**config.mk**
```make
export PLATFORM = sky130hd
export DESIGN_NAME = piecewise_linear_interpolator
export DESIGN_NICKNAME = d
export VERILOG_FILES = /design/src/plin_pkg.sv /design/src/plin_datapath.sv /design/src/plin_ctrl.sv /design/src/piecewise_linear_interpolator.sv
export SDC_FILE = /design/constraint.sdc
export NUM_CORES = 2
export LEC_CHECK = 0
export ABC_AREA = 1
export BUFFER_PORTS_ARGS = -buffer_cell sky130_fd_sc_hd__buf_2
export CAP_MARGIN = 20
export CORE_MARGIN = 10
export CORE_UTILIZATION = 52
export DETAILED_ROUTE_END_ITERATION = 16
export GPL_TIMING_DRIVEN = 1
export PLACE_DENSITY = 0.7
export SYNTH_ARGS = -nofsm -noshare
export SYNTH_HDL_FRONTEND = slang
export SYNTH_SLANG_ARGS = --single-unit
export TNS_END_PERCENT = 30
```
**constraint.sdc**
```tcl
create_clock -name clock -period 7.3 [get_ports clock]
set_clock_uncertainty 0.1 [all_clocks]
set_input_delay 0.365 -clock clock [delete_from_list [all_inputs] [get_ports clock]]
set_output_delay 0.365 -clock clock [all_outputs]
set_load 0.01 [all_outputs]
```
**src/plin_pkg.sv**
```systemverilog
// shared types, constants and codes of the piecewise linear interpolator
// no dependencies
`default_nettype none

package plin_pkg;

   localparam int MAX_POINTS = 16;
   localparam int IDX_W      = $clog2(MAX_POINTS);
   localparam int CNT_W      = $clog2(MAX_POINTS + 1);
   localparam int DATA_W     = 32;
   localparam int KIND_W     = 2;
   localparam int STATUS_W   = 2;
   localparam int DIV_STEPS  = DATA_W;
   localparam int DIV_CNT_W  = $clog2(DIV_STEPS);

   localparam logic [KIND_W-1:0] KIND_START  = KIND_W'(0);
   localparam logic [KIND_W-1:0] KIND_APPEND = KIND_W'(1);
   localparam logic [KIND_W-1:0] KIND_QUERY  = KIND_W'(2);

   localparam logic [STATUS_W-1:0] ST_OK     = STATUS_W'(0);
   localparam logic [STATUS_W-1:0] ST_REJECT = STATUS_W'(1);
   localparam logic [STATUS_W-1:0] ST_FEW    = STATUS_W'(2);

   typedef struct packed {
      logic [KIND_W-1:0]        kind;
      logic [DATA_W-1:0]        time_arg;
      logic signed [DATA_W-1:0] value_arg;
   } req_type;

   typedef struct packed {
      logic signed [DATA_W-1:0] result_value;
      logic [STATUS_W-1:0]      status;
   } rsp_type;

   typedef enum logic [2:0] {
      RSP_OK     = 3'd0,
      RSP_REJECT = 3'd1,
      RSP_FEW    = 3'd2,
      RSP_LAST   = 3'd3,
      RSP_INTERP = 3'd4
   } rsp_sel_type;

   // controller to datapath
   typedef struct packed {
      logic        capture;
      logic        write_start;
      logic        write_append;
      logic        rd_last;
      logic        scan_init;
      logic        scan_step;
      logic        load_ops;
      logic        mul;
      logic        div_step;
      logic        rsp_load;
      rsp_sel_type rsp_sel;
   } cmd_type;

   // datapath to controller
   typedef struct packed {
      logic [KIND_W-1:0] kind;
      logic              count_zero;
      logic              count_full;
      logic              count_few;
      logic              time_le_rd;
      logic              j_zero;
      logic              j_at_last;
      logic              div_last;
   } stat_type;

endpackage

`default_nettype wire

```
**src/plin_datapath.sv**
```systemverilog
// breakpoint table, scan registers, multiplier and restoring divider
// depends on plin_pkg
`default_nettype none

module plin_datapath (
   input  wire logic              clock,
   input  wire logic              reset,
   input  wire plin_pkg::req_type req_word,
   input  wire plin_pkg::cmd_type cmd,
   output plin_pkg::stat_type     stat,
   output plin_pkg::rsp_type      rsp_word
);

   localparam int DW = plin_pkg::DATA_W;
   localparam int IW = plin_pkg::IDX_W;
   localparam int CW = plin_pkg::CNT_W;
   localparam int VW = plin_pkg::DIV_CNT_W;

   logic [DW-1:0]          mem_time_ff  [plin_pkg::MAX_POINTS];
   logic [DW-1:0]          mem_value_ff [plin_pkg::MAX_POINTS];

   plin_pkg::req_type      req_ff;
   plin_pkg::rsp_type      rsp_ff;
   plin_pkg::rsp_type      rsp_in;
   logic [CW-1:0]          count_ff, count_in;
   logic [IW-1:0]          j_ff, j_in;
   logic [DW-1:0]          rd_time_ff, rd_value_ff;
   logic [DW-1:0]          prev_time_ff, prev_value_ff;
   logic [DW-1:0]          lo_value_ff, dt_ff, span_ff, mag_ff;
   logic                   neg_ff, span_zero_ff;
   logic [DW-1:0]          rem_ff, quo_ff;
   logic [VW-1:0]          div_cnt_ff;

   logic [CW-1:0]          last_cnt;
   logic [IW-1:0]          last_idx;
   logic                   rd_en;
   logic [IW-1:0]          rd_addr;
   logic                   wr_en;
   logic [IW-1:0]          wr_addr;
   logic [DW-1:0]          wr_time, wr_value;
   logic [DW:0]            range_ext, mag_ext, shifted, diff, q_ext, lo_ext, sum_ext;
   logic                   ge;

   assign last_cnt = count_ff - CW'(1);
   assign last_idx = last_cnt[IW-1:0];

   // read port select
   always_comb begin
      rd_en   = 1'b0;
      rd_addr = '0;
      j_in    = j_ff;
      priority if (cmd.rd_last) begin
         rd_en   = 1'b1;
         rd_addr = last_idx;
      end else if (cmd.scan_init) begin
         rd_en   = 1'b1;
         rd_addr = '0;
         j_in    = '0;
      end else if (cmd.scan_step) begin
         rd_en   = 1'b1;
         rd_addr = j_ff + IW'(1);
         j_in    = j_ff + IW'(1);
      end
   end

   // write port select and point count
   always_comb begin
      wr_en    = 1'b0;
      wr_addr  = '0;
      wr_time  = '0;
      wr_value = req_ff.value_arg;
      count_in = count_ff;
      priority if (cmd.write_start) begin
         wr_en    = 1'b1;
         count_in = CW'(1);
      end else if (cmd.write_append) begin
         wr_en    = 1'b1;
         wr_addr  = count_ff[IW-1:0];
         wr_time  = req_ff.time_arg;
         count_in = count_ff + CW'(1);
      end
   end

   always_ff @(posedge clock) begin
      if (wr_en) begin
         mem_time_ff[wr_addr]  <= wr_time;
         mem_value_ff[wr_addr] <= wr_value;
      end
      if (rd_en) begin
         rd_time_ff  <= mem_time_ff[rd_addr];
         rd_value_ff <= mem_value_ff[rd_addr];
      end
   end

   always_ff @(posedge clock) begin
      if (reset) begin
         count_ff <= '0;
      end else begin
         count_ff <= count_in;
      end
   end

   // operand preparation
   assign range_ext = {rd_value_ff[DW-1], rd_value_ff} - {prev_value_ff[DW-1], prev_value_ff};
   assign mag_ext   = range_ext[DW] ? (~range_ext + (DW+1)'(1)) : range_ext;

   // one restoring step
   assign shifted = {rem_ff, quo_ff[DW-1]};
   assign ge      = (shifted >= {1'b0, span_ff});
   assign diff    = shifted - {1'b0, span_ff};

   // final add or subtract
   assign q_ext   = span_zero_ff ? '0 : {1'b0, quo_ff};
   assign lo_ext  = {lo_value_ff[DW-1], lo_value_ff};
   assign sum_ext = neg_ff ? (lo_ext - q_ext) : (lo_ext + q_ext);

   always_ff @(posedge clock) begin
      j_ff <= j_in;
      if (cmd.capture) begin
         req_ff <= req_word;
      end
      if (cmd.scan_step) begin
         prev_time_ff  <= rd_time_ff;
         prev_value_ff <= rd_value_ff;
      end
      if (cmd.load_ops) begin
         span_ff      <= rd_time_ff - prev_time_ff;
         span_zero_ff <= (rd_time_ff == prev_time_ff);
         dt_ff        <= req_ff.time_arg - prev_time_ff;
         mag_ff       <= mag_ext[DW-1:0];
         neg_ff       <= range_ext[DW];
         lo_value_ff  <= prev_value_ff;
      end
      if (cmd.mul) begin
         // high half is below the span, so it seeds the remainder
         {rem_ff, quo_ff} <= dt_ff * mag_ff;
         div_cnt_ff       <= '0;
      end else if (cmd.div_step) begin
         rem_ff     <= ge ? diff[DW-1:0] : shifted[DW-1:0];
         quo_ff     <= {quo_ff[DW-2:0], ge};
         div_cnt_ff <= div_cnt_ff + VW'(1);
      end
      if (cmd.rsp_load) begin
         rsp_ff <= rsp_in;
      end
   end

   always_comb begin
      rsp_in.result_value = '0;
      rsp_in.status       = plin_pkg::ST_OK;
      unique case (cmd.rsp_sel)
         plin_pkg::RSP_OK: begin
            rsp_in.status = plin_pkg::ST_OK;
         end
         plin_pkg::RSP_REJECT: begin
            rsp_in.status = plin_pkg::ST_REJECT;
         end
         plin_pkg::RSP_FEW: begin
            rsp_in.status = plin_pkg::ST_FEW;
         end
         plin_pkg::RSP_LAST: begin
            rsp_in.result_value = rd_value_ff;
         end
         plin_pkg::RSP_INTERP: begin
            rsp_in.result_value = sum_ext[DW-1:0];
         end
         default: begin
            rsp_in.status = plin_pkg::ST_OK;
         end
      endcase
   end

   assign stat.kind       = req_ff.kind;
   assign stat.count_zero = (count_ff == '0);
   assign stat.count_full = (count_ff >= CW'(plin_pkg::MAX_POINTS));
   assign stat.count_few  = (count_ff < CW'(2));
   assign stat.time_le_rd = (req_ff.time_arg <= rd_time_ff);
   assign stat.j_zero     = (j_ff == '0);
   assign stat.j_at_last  = (j_ff == last_idx);
   assign stat.div_last   = (div_cnt_ff == VW'(plin_pkg::DIV_STEPS - 1));

   assign rsp_word = rsp_ff;

endmodule

`default_nettype wire

```
**src/plin_ctrl.sv**
```systemverilog
// sequencing state machine of the piecewise linear interpolator
// depends on plin_pkg
`default_nettype none

module plin_ctrl (
   input  wire logic               clock,
   input  wire logic               reset,
   input  wire logic               req_valid,
   output logic                    req_ready,
   output logic                    rsp_valid,
   input  wire logic               rsp_ready,
   input  wire plin_pkg::stat_type stat,
   output plin_pkg::cmd_type       cmd
);

   typedef enum logic [8:0] {
      S_IDLE    = 9'b000000001,
      S_DECODE  = 9'b000000010,
      S_APP_CHK = 9'b000000100,
      S_Q_LAST  = 9'b000001000,
      S_SCAN    = 9'b000010000,
      S_MUL     = 9'b000100000,
      S_DIV     = 9'b001000000,
      S_FIN     = 9'b010000000,
      S_RESP    = 9'b100000000
   } state_type;

   state_type state_ff, state_in;

   always_ff @(posedge clock) begin
      if (reset) begin
         state_ff <= S_IDLE;
      end else begin
         state_ff <= state_in;
      end
   end

   always_comb begin
      state_in    = state_ff;
      cmd         = '0;
      cmd.rsp_sel = plin_pkg::RSP_OK;
      unique case (state_ff)
         S_IDLE: begin
            if (req_valid) begin
               cmd.capture = 1'b1;
               state_in    = S_DECODE;
            end
         end
         S_DECODE: begin
            priority if (stat.kind == plin_pkg::KIND_START) begin
               cmd.write_start = 1'b1;
               cmd.rsp_load    = 1'b1;
               state_in        = S_RESP;
            end else if (stat.kind == plin_pkg::KIND_APPEND) begin
               if (stat.count_zero || stat.count_full) begin
                  cmd.rsp_load = 1'b1;
                  cmd.rsp_sel  = plin_pkg::RSP_REJECT;
                  state_in     = S_RESP;
               end else begin
                  cmd.rd_last = 1'b1;
                  state_in    = S_APP_CHK;
               end
            end else if (stat.kind == plin_pkg::KIND_QUERY) begin
               if (stat.count_few) begin
                  cmd.rsp_load = 1'b1;
                  cmd.rsp_sel  = plin_pkg::RSP_FEW;
                  state_in     = S_RESP;
               end else begin
                  cmd.rd_last = 1'b1;
                  state_in    = S_Q_LAST;
               end
            end else begin
               cmd.rsp_load = 1'b1;
               state_in     = S_RESP;
            end
         end
         S_APP_CHK: begin
            cmd.rsp_load = 1'b1;
            if (stat.time_le_rd) begin
               cmd.rsp_sel = plin_pkg::RSP_REJECT;
            end else begin
               cmd.write_append = 1'b1;
            end
            state_in = S_RESP;
         end
         S_Q_LAST: begin
            if (!stat.time_le_rd) begin
               cmd.rsp_load = 1'b1;
               cmd.rsp_sel  = plin_pkg::RSP_LAST;
               state_in     = S_RESP;
            end else begin
               cmd.scan_init = 1'b1;
               state_in      = S_SCAN;
            end
         end
         S_SCAN: begin
            priority if (stat.j_zero) begin
               cmd.scan_step = 1'b1;
            end else if (stat.time_le_rd || stat.j_at_last) begin
               cmd.load_ops = 1'b1;
               state_in     = S_MUL;
            end else begin
               cmd.scan_step = 1'b1;
            end
         end
         S_MUL: begin
            cmd.mul  = 1'b1;
            state_in = S_DIV;
         end
         S_DIV: begin
            cmd.div_step = 1'b1;
            if (stat.div_last) begin
               state_in = S_FIN;
            end
         end
         S_FIN: begin
            cmd.rsp_load = 1'b1;
            cmd.rsp_sel  = plin_pkg::RSP_INTERP;
            state_in     = S_RESP;
         end
         S_RESP: begin
            if (rsp_ready) begin
               state_in = S_IDLE;
            end
         end
         default: begin
            state_in = S_IDLE;
         end
      endcase
   end

   assign req_ready = (state_ff == S_IDLE);
   assign rsp_valid = (state_ff == S_RESP);

endmodule

`default_nettype wire

```
**src/piecewise_linear_interpolator.sv**
```systemverilog
// top level of the piecewise linear interpolator: controller plus datapath
// depends on plin_pkg, plin_ctrl, plin_datapath
`default_nettype none

//  channel | handshake            | word                               | direction
//  --------+----------------------+------------------------------------+----------
//  req     | req_valid, req_ready | req_word: kind, time_arg, value_arg | in
//  rsp     | rsp_valid, rsp_ready | rsp_word: result_value, status      | out
//
// one word in flight; after acceptance the result passes through decode alone for start,
// appends rejected up front, queries on fewer than two points and unused kinds, through
// decode and a last-point check for other appends and queries past the last point; an
// interpolating query adds a table scan on one registered read port, multiply, 32 steps
// synchronous reset clears the point count and the controller, not the table contents
// a stalled result holds rsp_word in its register and req_ready stays low until taken

module piecewise_linear_interpolator (
   input  wire logic              clock,
   input  wire logic              reset,
   input  wire logic              req_valid,
   output logic                   req_ready,
   input  wire plin_pkg::req_type req_word,
   output logic                   rsp_valid,
   input  wire logic              rsp_ready,
   output plin_pkg::rsp_type      rsp_word
);

   // command and status between the two halves
   plin_pkg::cmd_type  cmd;
   plin_pkg::stat_type stat;

   // sequencing: decode, table scan, multiply, divide, result hand-off
   plin_ctrl u_ctrl (
      .clock     (clock),
      .reset     (reset),
      .req_valid (req_valid),
      .req_ready (req_ready),
      .rsp_valid (rsp_valid),
      .rsp_ready (rsp_ready),
      .stat      (stat),
      .cmd       (cmd)
   );

   // breakpoint table, arithmetic and the result register
   plin_datapath u_datapath (
      .clock    (clock),
      .reset    (reset),
      .req_word (req_word),
      .cmd      (cmd),
      .stat     (stat),
      .rsp_word (rsp_word)
   );

endmodule

`default_nettype wire

```
==> run summary <==
Core Area = 202,100 um^2
commonest non-fill, non-tap cells in the layout = nand2_1, inv_1, edfxtp_1, nand3_1, fa_1
crit path launch type = register
final critical-path setup slack = -0.1863 ns
post-DP HPWL = 216,600 um
Req. time, crit path = 7.71 ns
max_cap viols = 0
number of antenna-violating nets in the routed design = 0
grt ovf = 0
Slew headroom = 0.1839
Initial Util = 0.5229
initial DRC count = 7,283
commonest non-fill, non-tap cell in the layout = nand2_1
drc violations = 0
Most used DFF post-synth = edfxtp_1
largest net degree at the start of global routing = 163
Crit path max-delay family = adder cells
dpl cells = 14,330
Tcrit/Tclk final = 1.026
First-pass DRT Iterations = 6
synthesized area = 105,700 um^2
Die Area = 221,700 um^2
Final Hold Viols = 0
cts bufs inserted = 155
fin crit period = 7.486 ns
Worst Hold Class = in -> reg
grt met2 use = 0.4760
Routed WL per cell = 21.08 um
Most Crowded Layer GR = met2
initial antenna violation count = 12
Post-synth ARST share = 0
Crit path top cell by count = fa_1
clk_lat worst skew = 0.82 ns
worst path bufs/invs = 9
grt met1 use = 0.3496
Crit Path Class = reg -> reg
Longest Clk Path Bufs = 3
placed inst area = 112,600 um^2
Clock Pin Slew Worst Setup and Hold Paths = 0.06 ns
Filler cells = 16,810
worst-margin pin slew = 1.224 ns
die outline height = 470.8 um
violated checks = negative setup slack
status = finished with violations
Seq/Total Area, Yosys = 0.4156
synth unique cells = 74
Slowest-stage cell, CP = fa_2
grt met3 use = 0.04136
worst endpoint data arrival time = 7.90 ns
final wirelength = 311,100 um
Syn Area/Cell = 9.160 um^2
clk root buf = clkbuf_16
maximum fanout along the worst path = 8
Crit. End Element = register
synthesized instance count = 11,540
# IOs = 106
htree depth = 4
Die X = 470.8 um
fmax = 133.6 MHz
Area Growth Syn to Fin = 13.84%
fin cells = 14,760
yosys warns = 0
IO buf count = 105
fraction of layout cells with a size suffix above 1 = 0.1051
TNS Setup = -2.519 ns
syn_nets = 12,970
final setup fails = 23
max-slew violations = 0
GP Congestion = 0.9434
synthesis-stage register bit count = 1,469
CTS tree = built
routed vias/inst = 5.469
row cnt = 165
detailed-route via count = 80,720
RSZ-0062 raised after global routing = true
Post-synth EDFFs = 1,450
clk sinks = 1,469
number of global-route vias before repair = 83,420
Final Cell Area = 120,300 um^2
first-pass GRT wire length = 481,500 um
GRT Total Usage = 0.2769
Layout Nets = 13,390
crit-path max cell delay = 0.62 ns
layout make-up:
type,count,area (um^2),area share
Inverter,2471,9291,0.07724
Timing Repair Buffer,752,7081,0.05886
Multi-Input combinational cell,7104,51640,0.4293
Sequential cell,1469,43920,0.3651
Clock buffer,195,4154,0.03453
Clock inverter,90,853.3,0.007093
Tap cell,2672,3343,0.02779
Antenna cell,5,12.51,0.0001040
stage by stage:
stage,hold slack (ns),utilization,setup slack (ns)
after floorplan,0.3264,-,0.3259
after global placement,0.3344,0.5568,-0.5181
after detailed placement,0.3353,0.5569,-0.5564
after CTS,0.09493,0.5911,-0.2063
after global routing,0.1342,0.5952,-0.4110
final,0.1544,0.5952,-0.1863
layer usage:
metal | up-vias | routed length, um
met5 | - | 27
met4 | 4 | 14190
met1 | 39450 | 120100
met3 | 745 | 24080
li1 | 37030 | -
met2 | 3482 | 152700
synthesized netlist by cell type, drive strengths merged (2+ instances only):
library cell  instances  share of area
a211oi                3        0.00021
a21boi               15         0.0011
a21o                 25         0.0018
a21oi               345          0.017
a221oi                9        0.00075
a31oi                41         0.0024
a41oi                 2        0.00017
and2                  2        0.00017
and3                  3        0.00018
buf                 239          0.013
clkbuf              254         0.0090
clkinv                2        0.00012
dfxtp                19         0.0036
edfxtp             1450           0.41
fa                  901           0.17
ha                  461          0.055
inv                2469          0.088
nand2              2975           0.11
nand3              1155          0.055
nand3b               68         0.0049
nand4                50         0.0030
nor2                392          0.014
nor3                 63         0.0030
nor3b                 4        0.00033
nor4                 16        0.00095
o2111ai               4        0.00033
o211ai               17         0.0013
o21a                 18         0.0013
o21ai               258          0.012
o21bai               19         0.0013
o221ai                3        0.00025
o22ai                 3        0.00030
o311ai                2        0.00017
o31ai                 5        0.00036
or2                  13        0.00077
xnor2                72         0.0060
xor2                151          0.013
kinds of logic (layout without fill, tap and decap cells):
logic type	count (synthesis)	after routing	share of synthesized area
AOI/OAI and AO/OA	777	777	0.04154
xor gates and xnor gates	223	223	0.01870
adders and majority gates	1362	1362	0.2253
buffers and inverters	2964	3508	0.1099
DFF	1469	1469	0.4156
other	0	5	0
and+or+nand+nor	4742	4742	0.1890
flip-flops by register name (all words and copies together), names as in the netlist, 2 cells and up:
| signal | cells |
|---|---|
| u_datapath.dt_ff | 32 |
| u_datapath.quo_ff | 32 |
| u_datapath.rem_ff | 32 |
| u_datapath.rd_value_ff | 32 |
| u_datapath.mem_value_ff | 512 |
| u_datapath.rsp_word | 34 |
| u_datapath.span_ff | 32 |
| u_datapath.lo_value_ff | 32 |
| u_datapath.mem_time_ff | 512 |
| u_datapath.prev_time_ff | 32 |
| u_datapath.mag_ff | 32 |
| u_datapath.prev_value_ff | 32 |
| u_datapath.rd_time_ff | 32 |
| u_datapath.wr_value | 32 |
| u_datapath.count_ff | 5 |
| u_ctrl.state_ff | 9 |
| u_datapath.div_cnt_ff | 5 |
| u_datapath.req_ff | 32 |
| u_datapath.stat | 2 |
| u_datapath.j_ff | 4 |
worst paths after layout:
path,from,end,slack (ns),depth (start not counted)
setup / recovery,u_datapath.mag_ff[11],u_datapath.rem_ff[28],-0.19,30
hold / removal,req_word[22],u_datapath.wr_value[22],0.15,2
setup reg to reg,u_datapath.mag_ff[11],u_datapath.rem_ff[28],-0.19,30
hold reg to reg,u_datapath.prev_value_ff[28],u_datapath.lo_value_ff[28],0.35,0
what timing repair did:
item / 4_1_cts / 5_1_grt
hold buffers: 69 / 0
setup buffers: 44 / 21
pin swaps: 81 / 105
endpoints found under the hold margin: 79 / 0
setup endpoints to repair: 38 / 43
cloned: 2 / 0
resized for setup: 216 / 167
Power is left out: the tool's default activity adds up to more than one toggle a clock period on the data nets, which glitch-free logic cannot reach.
